**src/rtl/otab_pkg.sv**
```systemverilog
package otab_pkg;

    localparam int PosW = 20;
    localparam int VelW = 12;
    localparam int DimW = 14;
    localparam int StW  = 3;
    localparam int EntW = 6;

    typedef enum logic [1:0] {
        ACT_SPAWN  = 2'd0,
        ACT_DELETE = 2'd1,
        ACT_TICK   = 2'd2,
        ACT_NONE   = 2'd3
    } t_action;

    typedef enum logic [2:0] {
        ST_SPAWNED = 3'd0,
        ST_FULL    = 3'd1,
        ST_DELETED = 3'd2,
        ST_DEL_IGN = 3'd3,
        ST_UPDATED = 3'd4,
        ST_EMPTY   = 3'd5
    } t_status;

    typedef enum logic [0:0] {
        CFG_GRAVITY = 1'b0,
        CFG_FALLLIM = 1'b1
    } t_cfg_idx;

    typedef enum logic [3:0] {
        S_IDLE,
        S_DEL_RD,
        S_DEL_WAIT,
        S_DEL_WR,
        S_TK_RDI,
        S_TK_WAITI,
        S_TK_LATI,
        S_TK_RDJ,
        S_TK_CMP,
        S_TK_WR
    } t_state;

    // one box record, all stores in one wide word
    typedef struct packed {
        logic [1:0]             flags;
        logic signed [DimW-1:0] dy;
        logic signed [DimW-1:0] dx;
        logic [DimW-1:0]        h;
        logic [DimW-1:0]        w;
        logic signed [VelW-1:0] vy;
        logic signed [VelW-1:0] vx;
        logic signed [PosW-1:0] py;
        logic signed [PosW-1:0] px;
    } t_box;

    localparam int BoxW = $bits(t_box);

    // rectangle in extended precision
    localparam int RW = 23;
    typedef struct packed {
        logic signed [RW-1:0] x;
        logic signed [RW-1:0] y;
        logic signed [RW-1:0] w;
        logic signed [RW-1:0] h;
    } t_rect;

    function automatic t_rect rect_of(input t_box b, input logic signed [RW-1:0] px,
                                      input logic signed [RW-1:0] py);
        t_rect r;
        r.x = px + RW'(b.dx);
        r.y = py + RW'(b.dy);
        r.w = RW'({1'b0, b.w});
        r.h = RW'({1'b0, b.h});
        return r;
    endfunction

    function automatic logic overlap(input t_rect a, input t_rect b);
        return (a.x < b.x + b.w) && (a.x + a.w > b.x) &&
               (a.y < b.y + b.h) && (a.y + a.h > b.y);
    endfunction

    function automatic logic signed [PosW-1:0] sat_pos(input logic signed [RW-1:0] v);
        if (v > RW'(524287))
            return PosW'(524287);
        else if (v < -RW'(524288))
            return PosW'(-524288);
        else
            return v[PosW-1:0];
    endfunction

endpackage

```
**src/rtl/otab_ram.sv**
```systemverilog
module otab_ram #(
    parameter int WIDTH = 8,
    parameter int DEPTH = 16
) (
    input  logic                     i_clk,
    input  logic                     i_we,
    input  logic [$clog2(DEPTH)-1:0] i_waddr,
    input  logic [WIDTH-1:0]         i_wdata,
    input  logic [$clog2(DEPTH)-1:0] i_raddr,
    output logic [WIDTH-1:0]         o_rdata
);
    logic [WIDTH-1:0] r_mem [DEPTH];

    always_ff @(posedge i_clk) begin
        if (i_we)
            r_mem[i_waddr] <= i_wdata;
        o_rdata <= r_mem[i_raddr];
    end
endmodule

```
**src/rtl/object_table_aabb_motion_step.sv**
```systemverilog
// Box table with per-axis motion step.
// Command channel: i_start with fields, taken when o_busy is low. Results
// appear one per cycle-strobe on o_valid with o_last on the final one; the
// receiver cannot stall, every result is taken on its strobe cycle.
// Spawn: one result, registered, in the cycle after start. Delete: one result
// after S_DEL_RD, S_DEL_WAIT, S_DEL_WR (moves the last record into the freed
// slot through the memory); a bad slot gives ST_DEL_IGN straight from idle.
// Tick: per box i, read i (S_TK_RDI, S_TK_WAITI, S_TK_LATI), prime the scan
// (S_TK_RDJ), scan all n boxes in S_TK_CMP one memory read per cycle (single
// read port) plus a closing step, then write back and emit (S_TK_WR). An empty
// tick gives one result in the cycle after start. Action 3 does nothing.
// Config channel: i_cfg_valid/o_cfg_ready with index and data; always ready,
// write only while idle. Reset (sync, active low) clears count and control,
// restores config defaults; the memory holds garbage until entries are spawned.
// Within a tick later boxes see earlier boxes already moved, since each
// record is written back before the next box is read.
module object_table_aabb_motion_step #(
    parameter int TABLE_DEPTH = 16
) (
    input  logic                   i_clk,
    input  logic                   i_rst_n,
    input  logic                   i_start,
    output logic                   o_busy,
    input  logic [1:0]             i_action,
    input  logic signed [15:0]     i_spawn_x,
    input  logic signed [15:0]     i_spawn_y,
    input  logic signed [11:0]     i_start_vel_x,
    input  logic signed [11:0]     i_start_vel_y,
    input  logic [13:0]            i_box_width,
    input  logic [13:0]            i_box_height,
    input  logic signed [13:0]     i_collider_dx,
    input  logic signed [13:0]     i_collider_dy,
    input  logic                   i_has_gravity,
    input  logic                   i_is_solid,
    input  logic [5:0]             i_slot,
    input  logic                   i_cfg_valid,
    output logic                   o_cfg_ready,
    input  logic                   i_cfg_index,
    input  logic [10:0]            i_cfg_data,
    output logic                   o_valid,
    output logic [2:0]             o_status,
    output logic [5:0]             o_entry,
    output logic signed [19:0]     o_now_x,
    output logic signed [19:0]     o_now_y,
    output logic signed [11:0]     o_now_vel_x,
    output logic signed [11:0]     o_now_vel_y,
    output logic                   o_hit_x,
    output logic                   o_hit_y,
    output logic                   o_last
);
    import otab_pkg::*;

    localparam int AW = $clog2(TABLE_DEPTH);
    localparam int CW = $clog2(TABLE_DEPTH + 1);

    t_state r_state, n_state;
    logic [CW-1:0] r_count, n_count;
    logic [AW-1:0] r_i, n_i, r_j, n_j, r_slot, n_slot;
    logic [CW-1:0] r_jc, n_jc;
    logic [7:0]  r_grav;
    logic [10:0] r_flim;
    t_box r_cur, n_cur;
    t_rect r_fx, n_fx, r_fy, n_fy;
    logic r_bx, n_bx, r_by, n_by;

    logic          we;
    logic [AW-1:0] waddr, raddr;
    t_box          wdata, rdata;
    logic [BoxW-1:0] rdata_raw;

    otab_ram #(.WIDTH(BoxW), .DEPTH(TABLE_DEPTH)) u_mem (
        .i_clk  (i_clk),
        .i_we   (we),
        .i_waddr(waddr),
        .i_wdata(wdata),
        .i_raddr(raddr),
        .o_rdata(rdata_raw)
    );
    assign rdata = t_box'(rdata_raw);

    logic          n_valid, r_valid;
    logic [2:0]    n_status, r_status;
    logic [5:0]    n_entry, r_entry;
    logic signed [19:0] n_ox, n_oy, r_ox, r_oy;
    logic signed [11:0] n_ovx, n_ovy, r_ovx, r_ovy;
    logic n_hx, n_hy, n_last, r_hx, r_hy, r_last;

    logic take;
    logic del_ok;
    assign take = i_start && (r_state == S_IDLE);
    assign del_ok = 7'(i_slot) < 7'(r_count);
    assign o_busy = (r_state != S_IDLE);
    assign o_cfg_ready = 1'b1;

    // next state
    always_comb begin
        n_state = r_state;
        unique case (r_state)
            S_IDLE: begin
                if (take && t_action'(i_action) == ACT_DELETE && del_ok)
                    n_state = S_DEL_RD;
                else if (take && t_action'(i_action) == ACT_TICK && r_count != '0)
                    n_state = S_TK_RDI;
            end
            S_DEL_RD:   n_state = S_DEL_WAIT;
            S_DEL_WAIT: n_state = S_DEL_WR;
            S_DEL_WR:   n_state = S_IDLE;
            S_TK_RDI:   n_state = S_TK_WAITI;
            S_TK_WAITI: n_state = S_TK_LATI;
            S_TK_LATI:  n_state = S_TK_RDJ;
            S_TK_RDJ:   n_state = S_TK_CMP;
            S_TK_CMP:   n_state = (r_jc == r_count) ? S_TK_WR : S_TK_CMP;
            S_TK_WR:    n_state = (CW'(r_i) + 1'b1 == r_count) ? S_IDLE : S_TK_RDI;
            default:    n_state = S_IDLE;
        endcase
    end

    // datapath and outputs
    logic signed [12:0] vy_g, lim;
    logic signed [RW-1:0] npx, npy;
    t_rect hb;
    always_comb begin
        n_count = r_count; n_i = r_i; n_j = r_j; n_jc = r_jc; n_slot = r_slot;
        n_cur = r_cur; n_fx = r_fx; n_fy = r_fy; n_bx = r_bx; n_by = r_by;
        we = 1'b0; waddr = r_i; wdata = r_cur; raddr = r_i;
        n_valid = 1'b0; n_status = ST_SPAWNED; n_entry = '0;
        n_ox = '0; n_oy = '0; n_ovx = '0; n_ovy = '0;
        n_hx = 1'b0; n_hy = 1'b0; n_last = 1'b1;
        lim = (r_flim > 11'd1024) ? 13'sd1024 : 13'($signed({2'b0, r_flim}));
        vy_g = '0; npx = '0; npy = '0;
        hb = rect_of(rdata, RW'(rdata.px), RW'(rdata.py));
        unique case (r_state)
            S_IDLE: begin
                if (take) begin
                    case (t_action'(i_action))
                        ACT_SPAWN: begin
                            n_valid = 1'b1;
                            if (r_count >= CW'(TABLE_DEPTH)) begin
                                n_status = ST_FULL;
                            end else begin
                                wdata.px = {i_spawn_x, 4'b0};
                                wdata.py = {i_spawn_y, 4'b0};
                                wdata.vx = (i_start_vel_x < -12'sd1024) ? -12'sd1024 :
                                           (i_start_vel_x > 12'sd1024) ? 12'sd1024 :
                                           i_start_vel_x;
                                wdata.vy = (i_start_vel_y < -12'sd1024) ? -12'sd1024 :
                                           (i_start_vel_y > 12'sd1024) ? 12'sd1024 :
                                           i_start_vel_y;
                                wdata.w = i_box_width; wdata.h = i_box_height;
                                wdata.dx = i_collider_dx; wdata.dy = i_collider_dy;
                                wdata.flags = {i_is_solid, i_has_gravity};
                                we = 1'b1; waddr = r_count[AW-1:0];
                                n_count = r_count + 1'b1;
                                n_status = ST_SPAWNED; n_entry = 6'(r_count);
                                n_ox = wdata.px; n_oy = wdata.py;
                                n_ovx = wdata.vx; n_ovy = wdata.vy;
                            end
                        end
                        ACT_DELETE: begin
                            n_valid = 1'b1; n_entry = i_slot;
                            if (del_ok) begin
                                n_valid = 1'b0;
                                n_slot = i_slot[AW-1:0];
                                n_count = r_count - 1'b1;
                            end else begin
                                n_status = ST_DEL_IGN;
                            end
                        end
                        ACT_TICK: begin
                            n_i = '0;
                            if (r_count == '0) begin
                                n_valid = 1'b1; n_status = ST_EMPTY;
                            end
                        end
                        default: ;
                    endcase
                end
            end
            S_DEL_RD: raddr = r_count[AW-1:0];
            S_DEL_WAIT: raddr = r_count[AW-1:0];
            S_DEL_WR: begin
                we = 1'b1; waddr = r_slot; wdata = rdata;
                n_valid = 1'b1; n_status = ST_DELETED; n_entry = 6'(r_slot);
            end
            S_TK_RDI: raddr = r_i;
            S_TK_WAITI: raddr = r_i;
            S_TK_LATI: begin
                n_cur = rdata;
                vy_g = 13'(rdata.vy);
                if (rdata.flags[0]) begin
                    vy_g = vy_g + 13'($signed({5'b0, r_grav}));
                    if (vy_g > lim) vy_g = lim;
                end
                n_cur.vy = vy_g[11:0];
                n_fx = rect_of(rdata, RW'(rdata.px) + RW'(rdata.vx), RW'(rdata.py));
                n_fy = rect_of(rdata, RW'(rdata.px), RW'(rdata.py) + RW'(vy_g));
                n_bx = 1'b0; n_by = 1'b0;
                n_j = '0; n_jc = '0;
                raddr = '0;
            end
            S_TK_RDJ: begin
                raddr = r_j;
            end
            S_TK_CMP: begin
                raddr = r_j + 1'b1;
                n_j = r_j + 1'b1;
                n_jc = r_jc + 1'b1;
                if (r_cur.flags[1] && rdata.flags[1] && r_jc != CW'(r_i) &&
                    r_jc < r_count) begin
                    if (overlap(r_fx, hb)) n_bx = 1'b1;
                    if (overlap(r_fy, hb)) n_by = 1'b1;
                end
            end
            S_TK_WR: begin
                npx = RW'(r_cur.px) + RW'(r_cur.vx);
                npy = RW'(r_cur.py) + RW'(r_cur.vy);
                if (r_bx) wdata.vx = '0; else wdata.px = sat_pos(npx);
                if (r_by) wdata.vy = '0; else wdata.py = sat_pos(npy);
                we = 1'b1; waddr = r_i;
                n_valid = 1'b1; n_status = ST_UPDATED; n_entry = 6'(r_i);
                n_ox = wdata.px; n_oy = wdata.py; n_ovx = wdata.vx; n_ovy = wdata.vy;
                n_hx = r_bx; n_hy = r_by;
                n_last = (CW'(r_i) + 1'b1 == r_count);
                n_i = r_i + 1'b1;
                raddr = r_i + 1'b1;
            end
            default: ;
        endcase
    end

    always_ff @(posedge i_clk) begin
        if (!i_rst_n) begin
            r_state <= S_IDLE;
            r_count <= '0;
            r_grav  <= 8'd4;
            r_flim  <= 11'd128;
            r_valid <= 1'b0;
        end else begin
            r_state <= n_state;
            r_count <= n_count;
            r_valid <= n_valid;
            if (i_cfg_valid) begin
                if (t_cfg_idx'(i_cfg_index) == CFG_GRAVITY) r_grav <= i_cfg_data[7:0];
                else r_flim <= i_cfg_data;
            end
        end
    end

    always_ff @(posedge i_clk) begin
        r_i <= n_i; r_j <= n_j; r_jc <= n_jc; r_slot <= n_slot;
        r_cur <= n_cur; r_fx <= n_fx; r_fy <= n_fy; r_bx <= n_bx; r_by <= n_by;
        r_status <= n_status; r_entry <= n_entry;
        r_ox <= n_ox; r_oy <= n_oy; r_ovx <= n_ovx; r_ovy <= n_ovy;
        r_hx <= n_hx; r_hy <= n_hy; r_last <= n_last;
    end

    assign o_valid = r_valid;
    assign o_status = r_status;
    assign o_entry = r_entry;
    assign o_now_x = r_ox;
    assign o_now_y = r_oy;
    assign o_now_vel_x = r_ovx;
    assign o_now_vel_y = r_ovy;
    assign o_hit_x = r_hx;
    assign o_hit_y = r_hy;
    assign o_last = r_last;

    a_count_range: assert property (@(posedge i_clk) disable iff (!i_rst_n)
        r_count <= CW'(TABLE_DEPTH)) else $error("count over depth");
    a_idle_quiet: assert property (@(posedge i_clk) disable iff (!i_rst_n)
        (r_state == S_IDLE && !i_start) |=> !o_valid) else $error("spurious result");
    a_hit_tick: assert property (@(posedge i_clk) disable iff (!i_rst_n)
        (o_valid && (o_hit_x || o_hit_y)) |-> o_status == ST_UPDATED)
        else $error("hit outside tick");
endmodule
```
**config.mk**
```make
export PLATFORM = sky130hd
export DESIGN_NAME = object_table_aabb_motion_step
export DESIGN_NICKNAME = d
export VERILOG_FILES = /design/src/rtl/otab_pkg.sv /design/src/rtl/otab_ram.sv /design/src/rtl/object_table_aabb_motion_step.sv
export SDC_FILE = /design/constraint.sdc
export NUM_CORES = 2
export LEC_CHECK = 0
export ABC_AREA = 0
export BUFFER_PORTS_ARGS = -buffer_cell sky130_fd_sc_hd__clkbuf_2
export CORE_MARGIN = 5
export CORE_UTILIZATION = 60
export DETAILED_ROUTE_END_ITERATION = 7
export PLACE_DENSITY = 0.8
export SLEW_MARGIN = 20
export SYNTH_ARGS = -nofsm -noshare
export SYNTH_HDL_FRONTEND = slang
export SYNTH_HIERARCHICAL = 1
export SYNTH_SLANG_ARGS = --single-unit
export TNS_END_PERCENT = 30
```
**constraint.sdc**
```tcl
create_clock -name i_clk -period 14.3 [get_ports i_clk]
set_input_delay 0.715 -clock i_clk [delete_from_list [all_inputs] [get_ports i_clk]]
set_output_delay 0.715 -clock i_clk [all_outputs]
set_load 0.005 [all_outputs]
```
# Word-level counts from Yosys, hierarchy flattened
# Memories as Yosys holds them, arrays and structs flattened. A register that Yosys moved wholly into a read port is not among the register bits.
# Index checks and enable logic that the tools add are counted.
dict set report word_totals {
  ff_bits 334
  ramBits 1952
  input_bits 138
  out_inout_bits 79
  word_cells 212
  memories 1
}
dict set report op_classes {
  n_addsub 21
  order_cmp 21
  eq_ne 22
  n_mux 82
  bitwise_logic 1
  reduce_logical 31
}
# memory depth width rd rd_ports_with_merged_regs wr line_no
set memory_table {}
lappend memory_table {u_mem.r_mem 16 122 1 1 1 otab_ram.sv:12} ;# logic [WIDTH-1:0] r_mem [DEPTH];
# operator n
set ops {}
lappend ops {{122-bit two-way mux} 3}
lappend ops {{20-bit two-way mux} 12}
lappend ops {{64-bit case mux with 3 select lines} 1}
lappend ops {{12-bit two-way mux} 12}
lappend ops {{58-bit case mux with 2 select lines} 1}
lappend ops {{21-bit by 15-bit adder with 22-bit output} 4}
lappend ops {{20-bit case mux with 2 select lines} 2}
lappend ops {{20-bit by 12-bit adder with 21-bit output} 3}
lappend ops {{12-bit case mux with 2 select lines} 2}
lappend ops {{23-bit by 15-bit adder with 23-bit output} 2}
lappend ops {{23-bit by 21-bit greater-than comparator with 1-bit output} 2}
lappend ops {{23-bit by 22-bit < comparator with 1-bit output} 2}
lappend ops {{21-bit by 14-bit adder with 22-bit output} 2}
lappend ops {{22-bit by 21-bit greater-than comparator with 1-bit output} 2}
lappend ops {{21-bit by 22-bit < comparator with 1-bit output} 2}
lappend ops {{20-bit by 14-bit adder with 21-bit output} 2}
lappend ops {{21-bit by 20-bit greater-than comparator with 1-bit output, second input constant} 2}
lappend ops {{21-bit by 20-bit < comparator with 1-bit output, second input constant} 2}
lappend ops {{13-bit two-way mux} 3}
lappend ops {{4-bit case mux with 9 select lines} 1}
lappend ops {{4-bit two-way mux} 7}
lappend ops {{12-bit greater-than comparator, second input constant} 2}
lappend ops {{12-bit by 11-bit < comparator with 1-bit output, second input constant} 2}
lappend ops {{4-bit case mux with 2 select lines} 3}
lappend ops {{other kinds (48)} 102}

# Longest topological paths before layout
dict set report depth {
  word_depth 9
  ltp_mapped 35
  ltp_nobuf 34
}

# Hierarchy
# Netlist, hierarchy kept.
# mod n_inst cells_each area_per_inst_um2 seq_area_each_um2
set by_module_without_submodules {}
lappend by_module_without_submodules {otab_ram 1 3118 75289.7 61058.6}
lappend by_module_without_submodules {object_table_aabb_motion_step 1 3106 28771.3 8918.6}

# Worst setup path after synthesis
# Ideal clock, no wire load.
dict set report synth_path {
  kind {register -> register}
  startpoint {reg r_state[0]}
  endpoint {mem u_mem/r_mem[0][0] in the netlist's numbering (enable)}
  setup_time_ns 0.752
  arrival_time_ns 11.293
  slack_ns 2.255
  stages_incl_launch_ff 14
  n_path_buf 4
  cell_sequence {dfxtp_1 clkbuf_1 nor4_1 and2_1 clkbuf_1 nand2b_1 nor3_1 buf_2 nor2_1 clkbuf_1 a22oi_1 nand2_1 or3b_1 nor3_1}
}
# element line_no
set synth_rtl {}
lappend synth_rtl {{from (decl)} object_table_aabb_motion_step.sv:56} ;# t_state r_state, n_state;
lappend synth_rtl {{from (signal assigned)} object_table_aabb_motion_step.sv:239} ;# r_state <= n_state;
lappend synth_rtl {{4-bit zero test} {object_table_aabb_motion_step.sv:90, object_table_aabb_motion_step.sv:132}}
lappend synth_rtl {{1-bit logical AND} object_table_aabb_motion_step.sv:90} ;# assign take = i_start && (r_state == S_IDLE);
lappend synth_rtl {{4-bit two-way mux} object_table_aabb_motion_step.sv:134} ;# if (take) begin
lappend synth_rtl {{4-bit case mux with 2 select lines (*)} object_table_aabb_motion_step.sv:132} ;# unique case (r_state)
lappend synth_rtl {{net waddr[3]} object_table_aabb_motion_step.sv:67} ;# logic [AW-1:0] waddr, raddr;
lappend synth_rtl {{to (decl)} otab_ram.sv:12}
# The timed path passes the listed nets; every way through them passes the cells marked *.

# Worst setup path in the final report
dict set report layout_path {
  startpoint {reg u_mem.o_rdata[52] (read register of u_mem.r_mem)}
  endpoint {reg r_fy[65] in the netlist's numbering (data pin)}
}
dict set report layout_between {
  elab_chain_len 7
}
# element line_no
set layout_rtl {}
lappend layout_rtl {{from (decl)} otab_ram.sv:10} ;# output logic [WIDTH-1:0] o_rdata
lappend layout_rtl {{12-bit by 9-bit adder with 13-bit output} object_table_aabb_motion_step.sv:191} ;# vy_g = vy_g + 13'($signed({5'b0, r_grav}));
lappend layout_rtl {{13-bit by 12-bit greater-than comparator with 1-bit output} object_table_aabb_motion_step.sv:192} ;# if (vy_g > lim) vy_g = lim;
lappend layout_rtl {{13-bit two-way mux} object_table_aabb_motion_step.sv:192}
lappend layout_rtl {{13-bit two-way mux (*)} object_table_aabb_motion_step.sv:190} ;# if (rdata.flags[0]) begin
lappend layout_rtl {{13-bit two-way mux (*)} object_table_aabb_motion_step.sv:132}
lappend layout_rtl {{20-bit by 13-bit adder with 21-bit output (*)} object_table_aabb_motion_step.sv:196} ;# n_fy = rect_of(rdata, RW'(rdata.px), RW'(rdata.py) + RW'(vy_g));
lappend layout_rtl {{21-bit by 14-bit adder with 22-bit output (*)} otab_pkg.sv:71} ;# r.y = py + RW'(b.dy);
lappend layout_rtl {{to (signal assigned)} object_table_aabb_motion_step.sv:251} ;# r_cur <= n_cur; r_fx <= n_fx; r_fy <= n_fy; r_bx <= n_bx; r_by <= n_by;
lappend layout_rtl {{to (decl)} object_table_aabb_motion_step.sv:63} ;# t_rect r_fx, n_fx, r_fy, n_fy;
# Every way passes the cells marked *; elsewhere a longest branch is shown, timed or not. The select of a mux whose other input is x is not followed.
# A chain may end at the register's enable or synchronous reset.

==> results.yml <==
run_status:
  status: "completed"
critical_path:
  crit_family: "compound AO/OA/AOI/OAI gates"
  cp_common_cell: "o21ai_0"
  endpoint: "r_fy[65]"
  r2r-end: "r_fy[65]"
  critPathArrivalTime_ns: 8.29
  crit_cells: 33
  slowest_delay_ns: 0.45
  critPathKind: "reg -> reg"
  r2r_slack_ns: 6.62
  critPathMaxFanout: 15
  critPathLaunch: "u_mem/o_rdata[52]"
  required_ns: 14.92
  cp_slowest_cell: "fa_1"
  path_buf_inv: 1
  r2r_cells: 33
  cp-end-kind: "flip-flop"
  startpoint_type: "flip-flop"
  worstReg2RegStart: "u_mem/o_rdata[52]"
worst_hold_path:
  min-delay-path-class: "in -> reg"
  min_path_cells: 1
clocking:
  h-tree-depth: 4
  clockRootBuffer: "clkbuf_16"
  cts_sinks: 2406
  worst_setup_hold_path_clk_slew_ns: 0.06
  clockBufferDepth: 3
  cts_tree: "built"
  cts_buffers: 221
  post_cts_buffers: 0
  clk_latency_ns: 0.89
  cts_hold_buf: 0
  cts_resized: 0
cells_and_area:
  instances_no_fill: 9031
  area_growth_syn_to_layout_pct: 11.0
  final_util_pct: 67.1
  layout.nets: 7107
  design_area_um2: 116000
  drive_gt1_share_pct: 18.5
synth:
  ys_warn_count: 6
  ys_seq_area_share_pct: 67.2
  synthArstFlopShare_pct: 0
  synthCells: 6224
  synth.largest_area_cell: "edfxtp_1"
  synth_top_area_share_pct: 62.9
  yosysUniqueCellTypes: 100
  syn_avg_cell_area_um2: 16.7
  synth.most_common_cell: "edfxtp_1"
  ys_ff_latch: 2406
  syn_nets: 6815
  synthTopCellsByArea: "edfxtp_1 (63%), mux4_2 (11%), ha_1 (4.8%)"
  synth-edff-count: 2179
  synthFlopType: "edfxtp_1"
  netlist_area_um2: 104000
  synth.top_cells.by_count: "edfxtp_1 (2179), mux4_2 (488), nand2_1 (427)"
die:
  row_count: 152
  pin_count: 217
  initial_utilization_pct: 60.5
  core_area_um2: 172000
  die_w_um: 426
  die_y_um: 426
  die_area_um2: 182000
timing:
  setup_tns_ns: 0
  max_slew_margin_pct: 19.9
  worst_slew_pin_slew_ns: 1.20
  skew_ns: 0.0419
  rsz0062_at_grt: "no"
  min_period_over_period_pct: 53.7
  final-setup-viol-count: 0
  final_max_slew_viol_count: 0
  fin_crit_ns: 7.68
  fmaxAchievable_ghz: 0.130
  hold_viol: 0
place:
  globalplace.congestion: 0.981
  dpl_cell_area_um2: 108000
  dp.cells: 8602
  hpwl_um: 175000
  io_buffers: 215
power:
  comb_power_share_pct: 23.2
  sw_frac_of_total_pct: 29.3
  irDropWorstVdd_uv: 142
  power_mw: 18.5
  internal-power_mw: 13.1
  pwr-share-clk_pct: 33.1
  p_switching_mw: 5.43
  p_leak_nw: 40.0
  power_frac_seq_pct: 43.7
  pwr_density_cell_nw_per_um2: 160
global_route:
  antenna_found_initial: 9
  grt_overflow: 0
  track_usage_pct: 32.1
  grt_start_max_net_pins: 130
  grt_pass1_vias: 61800
  grt_pass1_wl_um: 420000
route:
  drtIter0Drc: 9111
  ant_nets: 0
  drcViolationCount: 0
  dr_total_vias: 61700
  firstDrtPassIters: 6
  drt-total-wl_um: 294000
  wl_per_cell_um: 32.5
  avgViaCountPerCell: 6.83
flow_run:
  cap_violations: 0
==> worst reg2reg max path, delay by kind of cell, from the launching register on <==
kind / cells / cell delay [ns]
XOR/XNOR: 2 / 0.28
buffers and inverters: 1 / 0.08
AND/OR/NAND/NOR: 3 / 0.38
AO/OA/AOI/OAI: 19 / 4.02
adder cells (fa/ha/maj): 6 / 1.84
multiplexers: 2 / 0.50
flip-flops: 1 / 0.34
==> how the worst min path moves through the flow <==
stage | startpoint | to | slack, ns
after global placement | r_flim[3] | r_flim[3] | 0.44
after floorplan | u_mem/o_rdata[40] | r_cur[40] | 0.43
after global routing | i_slot[0] | r_slot[0] | 0.04
after detailed placement | r_flim[0] | r_flim[0] | 0.45
final | i_slot[0] | r_slot[0] | 0.07
after CTS | i_spawn_x[7] | o_now_x[11] | 0.007
==> metrics by stage <==
stage	hold WS [ns]	setup WS, ns
5_1_grt	0.0424	6.02
4_1_cts	0.00693	6.72
3_5_place_dp	0.449	6.74
6_report	0.0726	6.62
2_1_floorplan	0.431	2.26
3_3_place_gp	0.444	6.79
==> flip-flops by register name, indices dropped and copies added, names as in the netlist, 12 cells and up <==
name and cells:
r_fy 57, o_now_vel_x 12, o_now_vel_y 12, r_fx 57, o_now_y 20, r_cur 94, u_mem/o_rdata 122, u_mem/r_mem 1952
o_now_x 20
==> cell families (layout without fill, tap and decap cells) <==
kind of cell	Yosys count	after routing	synth area share, %
adders and majority gates	455	455	5.86
DFF	2406	2406	67.2
and+or+nand+nor	981	981	4.30
other	1	11	0.00360
muxes	510	510	10.8
xor gates and xnor gates	233	233	1.99
buffers and inverters	444	931	1.83
AOI/OAI and AO/OA	1194	1194	8.01
==> cell type report <==
class                   count  area [um2]
diodes                     10        25.0
clock buffers             288        6070
clock inverters           130        1510
fillers                 10900       56600
inverters                 193         734
multi-input cells        3374       32400
flip-flops and latches   2406       70000
well taps                2310        2890
repair buffers            320        1940
==> power by group through the flow <==
stage,Combinational (mW),Sequential [mW],Clock [mW]
after floorplan,3.10,8.12,0
after detailed placement,4.19,8.23,0
after CTS,4.24,8.08,6.16
after global placement,4.08,8.22,0
final,4.30,8.09,6.12
after global routing,4.73,8.09,6.48
==> cell usage in the layout (no fill, tap or decap), drive strengths merged, types with 105 or more instances in the layout <==
cell	synthesis	routed
o21ai	180	180
nor2	200	200
edfxtp	2179	2179
ha	399	399
a21oi	233	233
clkbuf	156	503
buf	95	105
a22oi	337	337
dfxtp	227	227
mux4	488	488
nand2	427	427
inv	192	206
xnor2	175	175
==> routing by layer <==
metal,global-route usage (%),part of all wire (%),up-vias
met2,52.0,48,4128
met4,15.7,5.5,2
met5,0,0.0031,-
li1,-,-,25500
met1,42.5,36,31300
met3,5.89,11,747
(Power assumes the default switching activity.)
